File: src/hw/rtl/assert_macros.svh
// Assertion helpers shared by the RTL modules.
`ifndef ASSERT_MACROS_SVH
`define ASSERT_MACROS_SVH

// Property checked on the rising clock edge, off while reset is active.
`define ASSERT_PROP(label, clk, rstn, prop) \
    label: assert property (@(posedge clk) disable iff (!(rstn)) (prop)) \
        else $error("assertion failed");

// Condition that must never be true.
`define ASSERT_NEVER(label, clk, rstn, cond) \
    `ASSERT_PROP(label, clk, rstn, !(cond))

`endif

File: src/hw/rtl/cdem_pkg.sv
// ----------------------------------------------------------------------------
// cdem_pkg
// Shared constants, register indexes and controller/datapath interface types.
// ----------------------------------------------------------------------------
package cdem_pkg;

    localparam int MAX_WIDTH_DEF  = 1024;
    localparam int PIXEL_BITS_DEF = 8;

    localparam int OUT_BITS      = 8;
    localparam int CFG_IDX_BITS  = 8;
    localparam int CFG_DATA_BITS = 16;
    localparam int FW_BITS       = 11;
    localparam int FH_BITS       = 16;
    localparam int MODE_BITS     = 2;

    localparam logic [MODE_BITS-1:0] MODE_HORZ = 2'd0;
    localparam logic [MODE_BITS-1:0] MODE_VERT = 2'd1;
    localparam logic [MODE_BITS-1:0] MODE_MAG  = 2'd2;

    localparam logic [CFG_IDX_BITS-1:0] CFG_MODE   = 8'd0;
    localparam logic [CFG_IDX_BITS-1:0] CFG_WIDTH  = 8'd1;
    localparam logic [CFG_IDX_BITS-1:0] CFG_HEIGHT = 8'd2;
    localparam logic [CFG_IDX_BITS-1:0] CFG_MAXV   = 8'd3;

    localparam logic [FW_BITS-1:0]  WIDTH_RESET  = 11'd640;
    localparam logic [FH_BITS-1:0]  HEIGHT_RESET = 16'd480;
    localparam logic [OUT_BITS-1:0] MAXV_RESET   = 8'd255;

    // Neighbor fetch selectors
    localparam logic [1:0] NB_RIGHT = 2'd0;
    localparam logic [1:0] NB_LEFT  = 2'd1;
    localparam logic [1:0] NB_DOWN  = 2'd2;
    localparam logic [1:0] NB_UP    = 2'd3;

    typedef struct packed {
        logic       take;
        logic       clear;
        logic       rd_en;
        logic [1:0] rd_sel;
        logic       cap_en;
        logic [1:0] cap_sel;
        logic       sq_init;
        logic       sq_step;
        logic       emit;
    } cdem_cmd_t;

    typedef struct packed {
        logic end_frame;
        logic hold;
        logic sq_done;
        logic out_free;
    } cdem_stat_t;

endpackage

File: src/hw/rtl/cdem_ctrl.sv
// ----------------------------------------------------------------------------
// cdem_ctrl
// Sequencer: take one item, check whether a result is due, fetch the four
// neighbors, run the square root, hand the result to the output register.
// ----------------------------------------------------------------------------
`include "assert_macros.svh"

module cdem_ctrl (
    input  logic                 aclk,
    input  logic                 aresetn,
    input  logic                 in_valid,
    output logic                 in_ready,
    input  cdem_pkg::cdem_stat_t stat,
    output cdem_pkg::cdem_cmd_t  cmd
);
    import cdem_pkg::*;

    localparam logic [3:0] ST_IDLE  = 4'd0;
    localparam logic [3:0] ST_CHECK = 4'd1;
    localparam logic [3:0] ST_RD0   = 4'd2;
    localparam logic [3:0] ST_RD1   = 4'd3;
    localparam logic [3:0] ST_RD2   = 4'd4;
    localparam logic [3:0] ST_RD3   = 4'd5;
    localparam logic [3:0] ST_RD4   = 4'd6;
    localparam logic [3:0] ST_SQI   = 4'd7;
    localparam logic [3:0] ST_SQ    = 4'd8;
    localparam logic [3:0] ST_EMIT  = 4'd9;

    logic [3:0] state_reg, state_next;

    always_ff @(posedge aclk) begin
        if (!aresetn) begin
            state_reg <= ST_IDLE;
        end else begin
            state_reg <= state_next;
        end
    end

    always_comb begin
        state_next = state_reg;
        cmd        = '0;
        case (state_reg)
            ST_IDLE: begin
                if (in_valid) begin
                    cmd.take   = 1'b1;
                    state_next = ST_CHECK;
                end
            end
            ST_CHECK: begin
                if (stat.end_frame) begin
                    cmd.clear  = 1'b1;
                    state_next = ST_IDLE;
                end else if (stat.hold) begin
                    state_next = ST_IDLE;
                end else begin
                    state_next = ST_RD0;
                end
            end
            ST_RD0: begin
                cmd.rd_en  = 1'b1;
                cmd.rd_sel = NB_RIGHT;
                state_next = ST_RD1;
            end
            ST_RD1: begin
                cmd.rd_en   = 1'b1;
                cmd.rd_sel  = NB_LEFT;
                cmd.cap_en  = 1'b1;
                cmd.cap_sel = NB_RIGHT;
                state_next  = ST_RD2;
            end
            ST_RD2: begin
                cmd.rd_en   = 1'b1;
                cmd.rd_sel  = NB_DOWN;
                cmd.cap_en  = 1'b1;
                cmd.cap_sel = NB_LEFT;
                state_next  = ST_RD3;
            end
            ST_RD3: begin
                cmd.rd_en   = 1'b1;
                cmd.rd_sel  = NB_UP;
                cmd.cap_en  = 1'b1;
                cmd.cap_sel = NB_DOWN;
                state_next  = ST_RD4;
            end
            ST_RD4: begin
                cmd.cap_en  = 1'b1;
                cmd.cap_sel = NB_UP;
                state_next  = ST_SQI;
            end
            ST_SQI: begin
                cmd.sq_init = 1'b1;
                state_next  = ST_SQ;
            end
            ST_SQ: begin
                if (stat.sq_done) begin
                    state_next = ST_EMIT;
                end else begin
                    cmd.sq_step = 1'b1;
                end
            end
            ST_EMIT: begin
                // hold until the output register can take the item
                if (stat.out_free) begin
                    cmd.emit   = 1'b1;
                    state_next = ST_IDLE;
                end
            end
            default: state_next = ST_IDLE;
        endcase
    end

    assign in_ready = (state_reg == ST_IDLE);

    `ASSERT_PROP(a_emit_free, aclk, aresetn, cmd.emit |-> stat.out_free)
    `ASSERT_PROP(a_sq_to_emit, aclk, aresetn,
                 (state_reg == ST_SQ && stat.sq_done) |=> (state_reg == ST_EMIT))
    `ASSERT_NEVER(a_step_idle, aclk, aresetn, cmd.sq_step && stat.sq_done)

endmodule

File: config.mk
export PLATFORM = sky130hd
export DESIGN_NAME = cdem_ctrl
export DESIGN_NICKNAME = d
export VERILOG_FILES = /design/src/hw/rtl/cdem_pkg.sv /design/src/hw/rtl/cdem_ctrl.sv
export VERILOG_INCLUDE_DIRS = /design/src /design/src/hw/rtl
export SDC_FILE = /design/constraint.sdc
export NUM_CORES = 1
export LEC_CHECK = 0
export BUFFER_PORTS_ARGS = -buffer_cell sky130_fd_sc_hd__buf_2
export CAP_MARGIN = 20
export CORE_AREA = 2 2 39 41
export CTS_CLUSTER_SIZE = 28
export DETAILED_ROUTE_END_ITERATION = 10
export DIE_AREA = 0 0 41 43
export GPL_ROUTABILITY_DRIVEN = 0
export PLACE_DENSITY = 0.6
export SYNTH_ARGS = -nofsm -noshare
export SYNTH_HDL_FRONTEND = slang
export SYNTH_SLANG_ARGS = --single-unit
export TNS_END_PERCENT = 50
File: constraint.sdc
create_clock -name aclk -period 1.15 [get_ports aclk]
set_input_delay 0.345 -clock aclk [delete_from_list [all_inputs] [get_ports aclk]]
set_output_delay 0.345 -clock aclk [all_outputs]
set_load 0.01 [all_outputs]
Yosys cells after proc, flatten, opt, wreduce, memory -nomap -nowiden
Index checks and enable logic that the tools add are counted.
- equality and inequality tests: 12
- multiplexer cells: 17
- reduce and logical (&&, ||, !) cells: 2
- operators with widths (operator ; count):
    $pmux 4 s10 ; 1
    $pmux 3 s4 ; 2
    $eq 4x3->1 const B ; 4
    $mux 4 ; 4
    $mux 1 ; 9
    $eq 4x2->1 const B ; 2
    $eq 4x4->1 const B ; 2
    $ne 2x2->1 const B ; 3
    $eq 4x1->1 const B ; 1
    $logic_not 4->1 ; 1
    $reduce_and 3->1 ; 1
    $mux 2 ; 1
- register bits: 4
- input bits: 7
- output and inout port bits: 12

Depth between registers and ports, before layout
Gate-level depths: netlist of run 1.
- depth after elaboration: 3
- mapped depth: 4
- mapped depth without buffers: 3

Least setup slack after synthesis of run 1
No wires, ideal clock.
- path kind: reg-to-output
- start point: reg state_reg[2]
- end point: out cmd[10] (netlist bit)
- arrival: 0.999 ns
- path slack: -0.194 ns
- cell stages (with the launch flop): 4
- cell sequence: dfxtp_1 or2_4 nor3_2 and2_1
- RTL lines (element ; RTL line ; text):
    from (decl) ; cdem_ctrl.sv:29 ; logic [3:0] state_reg, state_next;
    from (signal assigned) ; cdem_ctrl.sv:35 ; state_reg <= state_next;
    to (decl) ; cdem_ctrl.sv:14 ; output cdem_pkg::cdem_cmd_t cmd

==> results of run 1 <==
## worst min-delay path by stage
| stage | start | endpoint | slack [ns] | cells after the start |
|---|---|---|---|---|
| 6_report | aresetn | state_reg[3]$_SDFFE_PN0P_ | 0.37 | 2 |
| 3_5_place_dp | aresetn | state_reg[2]$_SDFFE_PN0P_ | 0.60 | 2 |
| 4_1_cts | aresetn | state_reg[3]$_SDFFE_PN0P_ | 0.36 | 2 |
| 5_1_grt | aresetn | state_reg[2]$_SDFFE_PN0P_ | 0.38 | 2 |
| 2_1_floorplan | aresetn | state_reg[2]$_SDFFE_PN0P_ | 0.47 | 1 |
| 3_3_place_gp | aresetn | state_reg[3]$_SDFFE_PN0P_ | 0.61 | 2 |
## worst reg2reg max path, delay by kind of cell (launching register included)
family | cells | cell delay, ns
buf+inv | 1 | 0.14
simple gates | 1 | 0.24
flops | 1 | 0.41
compound gates | 2 | 0.19
## kinds of logic after synthesis
group           after synthesis  synth area share, %
xor+xnor                      1                 3.02
buf+inv                       4                 6.04
compound gates                6                 13.4
mux                           1                 3.45
simple gates                 23                 46.6
flops                         4                 27.6
## layout by cell type (no fill, tap or decap), drive strengths merged, types with 2 or more instances in the layout
cell	instances
dfxtp	4
nor3	4
inv	2
nand2	2
nand2b	5
clkbuf	3
a21oi	2
nor2	5
and2	3
buf	33
## routing by layer
layer,wire (microns),share of wire (%),up-vias
met4,0,0,0
met5,0,0,-
li1,-,-,202
met3,33,3.5,0
met1,358,38,178
met2,548,58,9
## through the flow
| step | cell area [sq um] | utilization (%) |
|---|---|---|
| after floorplan | 315 | - |
| final | 642 | 46.4 |
| after global routing | 642 | 46.4 |
| after CTS | 614 | 44.4 |
| after detailed placement | 492 | 35.5 |
| after global placement | 492 | 35.5 |
## what timing repair did
item / 4_1_cts / 5_1_grt
endpoints found under the hold margin: 0 / 0
setup endpoints to repair: 13 / 13
pin swaps: 6 / 0
gates resized for setup: 17 / 5
setup buffers: 4 / 0
## area by class of cell
type / count / area, sq um / area share (%)
Clock buffer: 3 / 22.5 / 3.51
Inverter: 2 / 7.51 / 1.17
Multi-Input combinational cell: 31 / 263 / 40.9
Sequential cell: 4 / 95.1 / 14.8
Tap cell: 16 / 20.0 / 3.12
Timing Repair Buffer: 33 / 234 / 36.5
## power by group
group	switching [mW]	internal, mW
Combinational	0.0474	0.0713
Sequential	0.00856	0.137
Clock	0.0615	0.117
Total	0.117	0.326
==> flow_summary.yaml, run 1 <==
run_status:
  status: "finished, violations left"
  violations: "negative setup slack"
timing:
  tns_ns: -3.88
  setup_viol: 12
  holdWs_ns: 0.369
  tightest_slew_ns: 0.173
  fin_crit_sh_pct: 135
  fin_ws_ns: -0.404
  maxSlewViolCount: 0
  fin_skew_ns: 0.00212
  final.min_clock_period_ns: 1.55
  maxSlewHeadroom_pct: 88.2
  rsz0062_at_grt: "true"
  hold_viol_final: 0
  timing.fmax_mhz: 643
final_layout:
  drive_gt1_share_pct: 72.6
  finalNonFillerCells: 89
  largest_reg_flops: 4
  fin_nets: 82
  fillers: 149
  area_growth_pct: 121
  diodes: 0
placed_design:
  preCtsSetupSlack_ns: -0.184
  dp_hpwl_microns: 670
  port_buffers: 18
  dp_cells: 82
route:
  drt_iter0_markers: 1
  wl_microns: 940
  wire_per_inst_microns: 10.6
  drc: 0
  vias: 389
  vias_per_cell: 4.37
  drt_pass1_iterations: 3
  drtAntennaViolNets: 0
global_routing:
  grt_antenna_before_repair: 0
  grt_max_degree: 7
  grt_pass1_wl_microns: 1440
  grt-busiest-layer: "met2"
  grt_pass1_vias: 365
  gr-usage-all-layers_pct: 12.7
  gr-total-overflow: 0
  met3_usage_pct: 1.57
  grtUsageMet2_pct: 21.3
  met1_usage_pct: 12.9
worst_hold_path:
  hold_path.class: "primary input to flip-flop"
critical_path:
  regToRegEndpoint: "state_reg[0]$_SDFFE_PN0P_"
  crit_family: "simple AND/OR/NAND/NOR gates"
  critPathMaxStageDelay_ns: 0.34
  path_class: "flip-flop to output pin"
  path_cells: "or2_4 > nor3_4 > and2_4 > buf_6"
  rr_startpoint: "state_reg[1]$_SDFFE_PN0P_"
  r2r_setup_slack_ns: 0.06
  cp.arrival_ns: 1.21
  cp_slowest_cell: "dfxtp_4"
  worstPathMaxFanout: 4
  end_kind: "output pin"
  crit_path_end: "cmd[10]"
  startpoint: "state_reg[3]$_SDFFE_PN0P_"
  r2r.worst_path.cells: 4
  worstSetupStartpointType: "flip-flop"
  path_depth: 4
  cp.buffers_inverters: 1
  required_ns: 0.81
floorplanning:
  initial_core_util_pct: 21.0
  dieWidth_microns: 41
  ioPinCount: 19
  die_y_microns: 43
  dieArea_sq_um: 1760
  coreArea_sq_um: 1380
  placementRows: 14
yosys:
  synth_largest_area_cell: "dfxtp_1"
  synth_top_area_share_pct: 27.6
  synth_area_leaders: "dfxtp_1, nand2b_1, and2_1"
  synth_common_cells: "nand2b_1, nor2_1, dfxtp_1, and2_1, nor3_1"
  syn_inst: 39
  synth-edff-count: 0
  synth_seq_cells: 4
  synth_area_sq_um: 290
  synth.avg_cell_area_sq_um: 7.44
  synth_fp_nets: 46
  yosys_warnings: 0
  synth_flop_cell: "dfxtp_1"
  synth_cell_types: 20
  seq_area_frac_synth_pct: 27.6
  async_reset_ff_share_pct: 0
clocking:
  numCtsBuffers: 3
  clock_latency_ns: 0.23
  ctsHoldBuffers: 0
  cts.sinks: 4
  cts_tree: "built"
  htreeDepth: 1
  cts-root-buf: "clkbuf_4"
  clockBufferDepth: 2
  cts.reportedPaths.clkPinSlew_ns: 0.04
pwr:
  peakVddDrop_v: 0.000266
  p_total_mw: 0.443
  powerDensity_nw_per_um2: 690
  p_leak_nw: 0.315
job:
  max_cap_viol_count: 0
Power figures use the tool's default switching activity.
==> run 2: changes to the inputs <==
--- a/config.mk
+++ b/config.mk
@@ -6,14 +6,15 @@
 export SDC_FILE = /design/constraint.sdc
 export NUM_CORES = 1
 export LEC_CHECK = 0
+export ABC_AREA = 1
 export BUFFER_PORTS_ARGS = -buffer_cell sky130_fd_sc_hd__buf_2
 export CAP_MARGIN = 20
-export CORE_AREA = 2 2 39 41
+export CORE_AREA = 8 8 45 47
 export CTS_CLUSTER_SIZE = 28
 export DETAILED_ROUTE_END_ITERATION = 10
-export DIE_AREA = 0 0 41 43
+export DIE_AREA = 0 0 53 55
 export GPL_ROUTABILITY_DRIVEN = 0
-export PLACE_DENSITY = 0.6
+export PLACE_DENSITY = 0.64
 export SYNTH_ARGS = -nofsm -noshare
 export SYNTH_HDL_FRONTEND = slang
 export SYNTH_SLANG_ARGS = --single-unit
==> flow_summary.yaml, run 2 <==
clocking:
  numCtsBuffers: 3
  cts.reportedPaths.clkPinSlew_ns: 0.04
  cts-root-buf: "clkbuf_4"
  cts_tree: "built"
  htreeDepth: 1
  clock_latency_ns: 0.23
  clockBufferDepth: 2
  cts.sinks: 4
critical_path:
  required_ns: 0.81
  worstSetupStartpointType: "flip-flop"
  rr_startpoint: "state_reg[2]$_SDFFE_PN0P_"
  worstPathMaxFanout: 5
  cp.arrival_ns: 1.16
  end_kind: "output pin"
  path_class: "flip-flop to output pin"
  r2r_setup_slack_ns: -0.07
  r2r.worst_path.cells: 8
  regToRegEndpoint: "state_reg[0]$_SDFFE_PN0P_"
yosys:
  synth_area_leaders: "dfxtp_1, inv_1, nand3_1"
  synth_top_family_by_area: "simple AND/OR/NAND/NOR gates"
  async_reset_ff_share_pct: 0
  synthMuxAreaShare_pct: 0
  seq_area_frac_synth_pct: 23.4
  synthXorXnorAreaFrac_pct: 0
  synth_area_sq_um: 342
  synth-edff-count: 0
  synth_fp_nets: 64
  synth_common_cells: "inv_1, nand2_1, nor2_1, nand3_1"
  yosys.area_share.simple_pct: 51.3
  synth_top_area_share_pct: 23.4
  synthAdderAreaFrac_pct: 0
  synth_flop_cell: "dfxtp_1"
  yosys_warnings: 0
  synth_cell_types: 17
  synth_largest_area_cell: "dfxtp_1"
  syn_inst: 57
  synth_compound_gate_area_share_pct: 9.89
  synth.avg_cell_area_sq_um: 5.99
  yosysMostFrequentCell: "inv_1"
  synth_seq_cells: 4
route:
  vias_per_cell: 4.47
  drt_pass1_iterations: 4
  drtAntennaViolNets: 0
  drt_iter0_markers: 10
  vias: 541
  wl_microns: 1430
  drc: 0
  wire_per_inst_microns: 11.9
floorplanning:
  die_y_microns: 55
  ioPinCount: 19
  dieArea_sq_um: 2920
  initial_core_util_pct: 24.7
  placementRows: 14
  dieWidth_microns: 53
  coreArea_sq_um: 1380
timing:
  fin_crit_sh_pct: 131
  final.min_clock_period_ns: 1.51
  tns_ns: -3.58
  fin_ws_ns: -0.357
  maxSlewHeadroom_pct: 88.0
  setup_viol: 14
  maxSlewViolCount: 0
  timing.fmax_mhz: 664
  hold_viol_final: 0
  fin_skew_ns: 0.00662
  tightest_slew_ns: 0.180
  rsz0062_at_grt: "true"
final_layout:
  area_growth_pct: 134
  diodes: 0
  finish.utilization_pct: 57.7
  layout_common_cells: "buf_4, buf_2, nand2_1"
  fin_nets: 113
  finalNonFillerCells: 121
  mostFrequentLayoutCell: "buf_4"
  design_area_sq_um: 798
  drive_gt1_share_pct: 75.2
  largest_reg_flops: 4
pwr:
  p_leak_nw: 0.446
  powerDensity_nw_per_um2: 819
  peakVddDrop_v: 0.000508
placed_design:
  dp_cells: 107
  port_buffers: 18
  dp_hpwl_microns: 1040
  place_area_sq_um: 612
  preCtsSetupSlack_ns: -0.182
worst_hold_path:
  hold_path.class: "primary input to flip-flop"
  hold_path_end: "state_reg[1]$_SDFFE_PN0P_"
  hold_start: "aresetn"
  hold_depth: 3
global_routing:
  gr-usage-all-layers_pct: 10.3
  grt_pass1_wl_microns: 2240
  grt_pass1_vias: 557
  grt_antenna_before_repair: 0
  gr-total-overflow: 0
  grt_max_degree: 7
run_status:
  status: "finished, violations left"
  violations: "negative setup slack"
job:
  max_cap_viol_count: 0
-- run 2: cell types whose count changed after synthesis, sizes merged, moves of 2 or more --
| cell | before | now |
|---|---|---|
| and2 | 3 | 0 |
| buf | 2 | 0 |
| inv | 2 | 14 |
| nand2 | 2 | 8 |
| nand2b | 5 | 0 |
| nand3 | 0 | 9 |
| nor2 | 5 | 12 |
| nor3 | 4 | 2 |
-- run 2: cell type report --
cell class | count | area [sq um]
clock buffer | 4 | 26.3
fill | 128 | 586
inverter | 14 | 57.6
multi-input combinational | 39 | 308
sequential | 4 | 95.1
tap | 16 | 20.0
timing repair buffer | 44 | 292
-- run 2: kinds of logic after synthesis --
kind of cell / after synthesis
AND/OR/NAND/NOR: 33
AO/OA/AOI/OAI: 6
buffers and inverters: 14
flip-flops: 4
-- run 2: routing by layer --
| layer | routed length, microns | track usage (%) |
|---|---|---|
| met5 | 0 | 0 |
| met4 | 10 | 5.17 |
| met3 | 137 | 2.67 |
| met2 | 808 | 19.7 |
| met1 | 478 | 9.86 |
-- run 2: how the worst max path moves through the flow --
stage                                   start      to
floorplan           state_reg[2]$_SDFFE_PN0P_  cmd[8]
global placement    state_reg[2]$_SDFFE_PN0P_  cmd[8]
detailed placement  state_reg[2]$_SDFFE_PN0P_  cmd[8]
CTS                 state_reg[2]$_SDFFE_PN0P_  cmd[8]
global route        state_reg[0]$_SDFFE_PN0P_  cmd[0]
finish              state_reg[2]$_SDFFE_PN0P_  cmd[8]
-- run 2: timing repair --
item                                    in CTS  in global routing
endpoints found under the setup margin      14                 15
hold buffers                                 0                  0
hold endpoints to repair                     0                  0
resized for setup                           12                 12
pin swaps                                    6                  8
buffers inserted                             7                  3
-- run 2: worst max-delay path, stage by stage, from the launching register on --
cell and delay (ns):
dfxtp_4 0.36, nor2_4 0.19, nand3_1 0.12, o211ai_1 0.10
buf_2 0.16
-- run 2: stage by stage --
step,hold slack (ns),power [mW]
2_1_floorplan,0.443,0.275
3_3_place_gp,0.562,0.386
3_5_place_dp,0.566,0.387
4_1_cts,0.327,0.612
5_1_grt,0.351,0.700
6_report,0.336,0.654
-- run 2: power breakdown --
part / internal, mW / total, mW / switching (mW)
Clock: 0.130 / 0.185 / 0.0545
Combinational: 0.155 / 0.301 / 0.146
Sequential: 0.146 / 0.169 / 0.0225
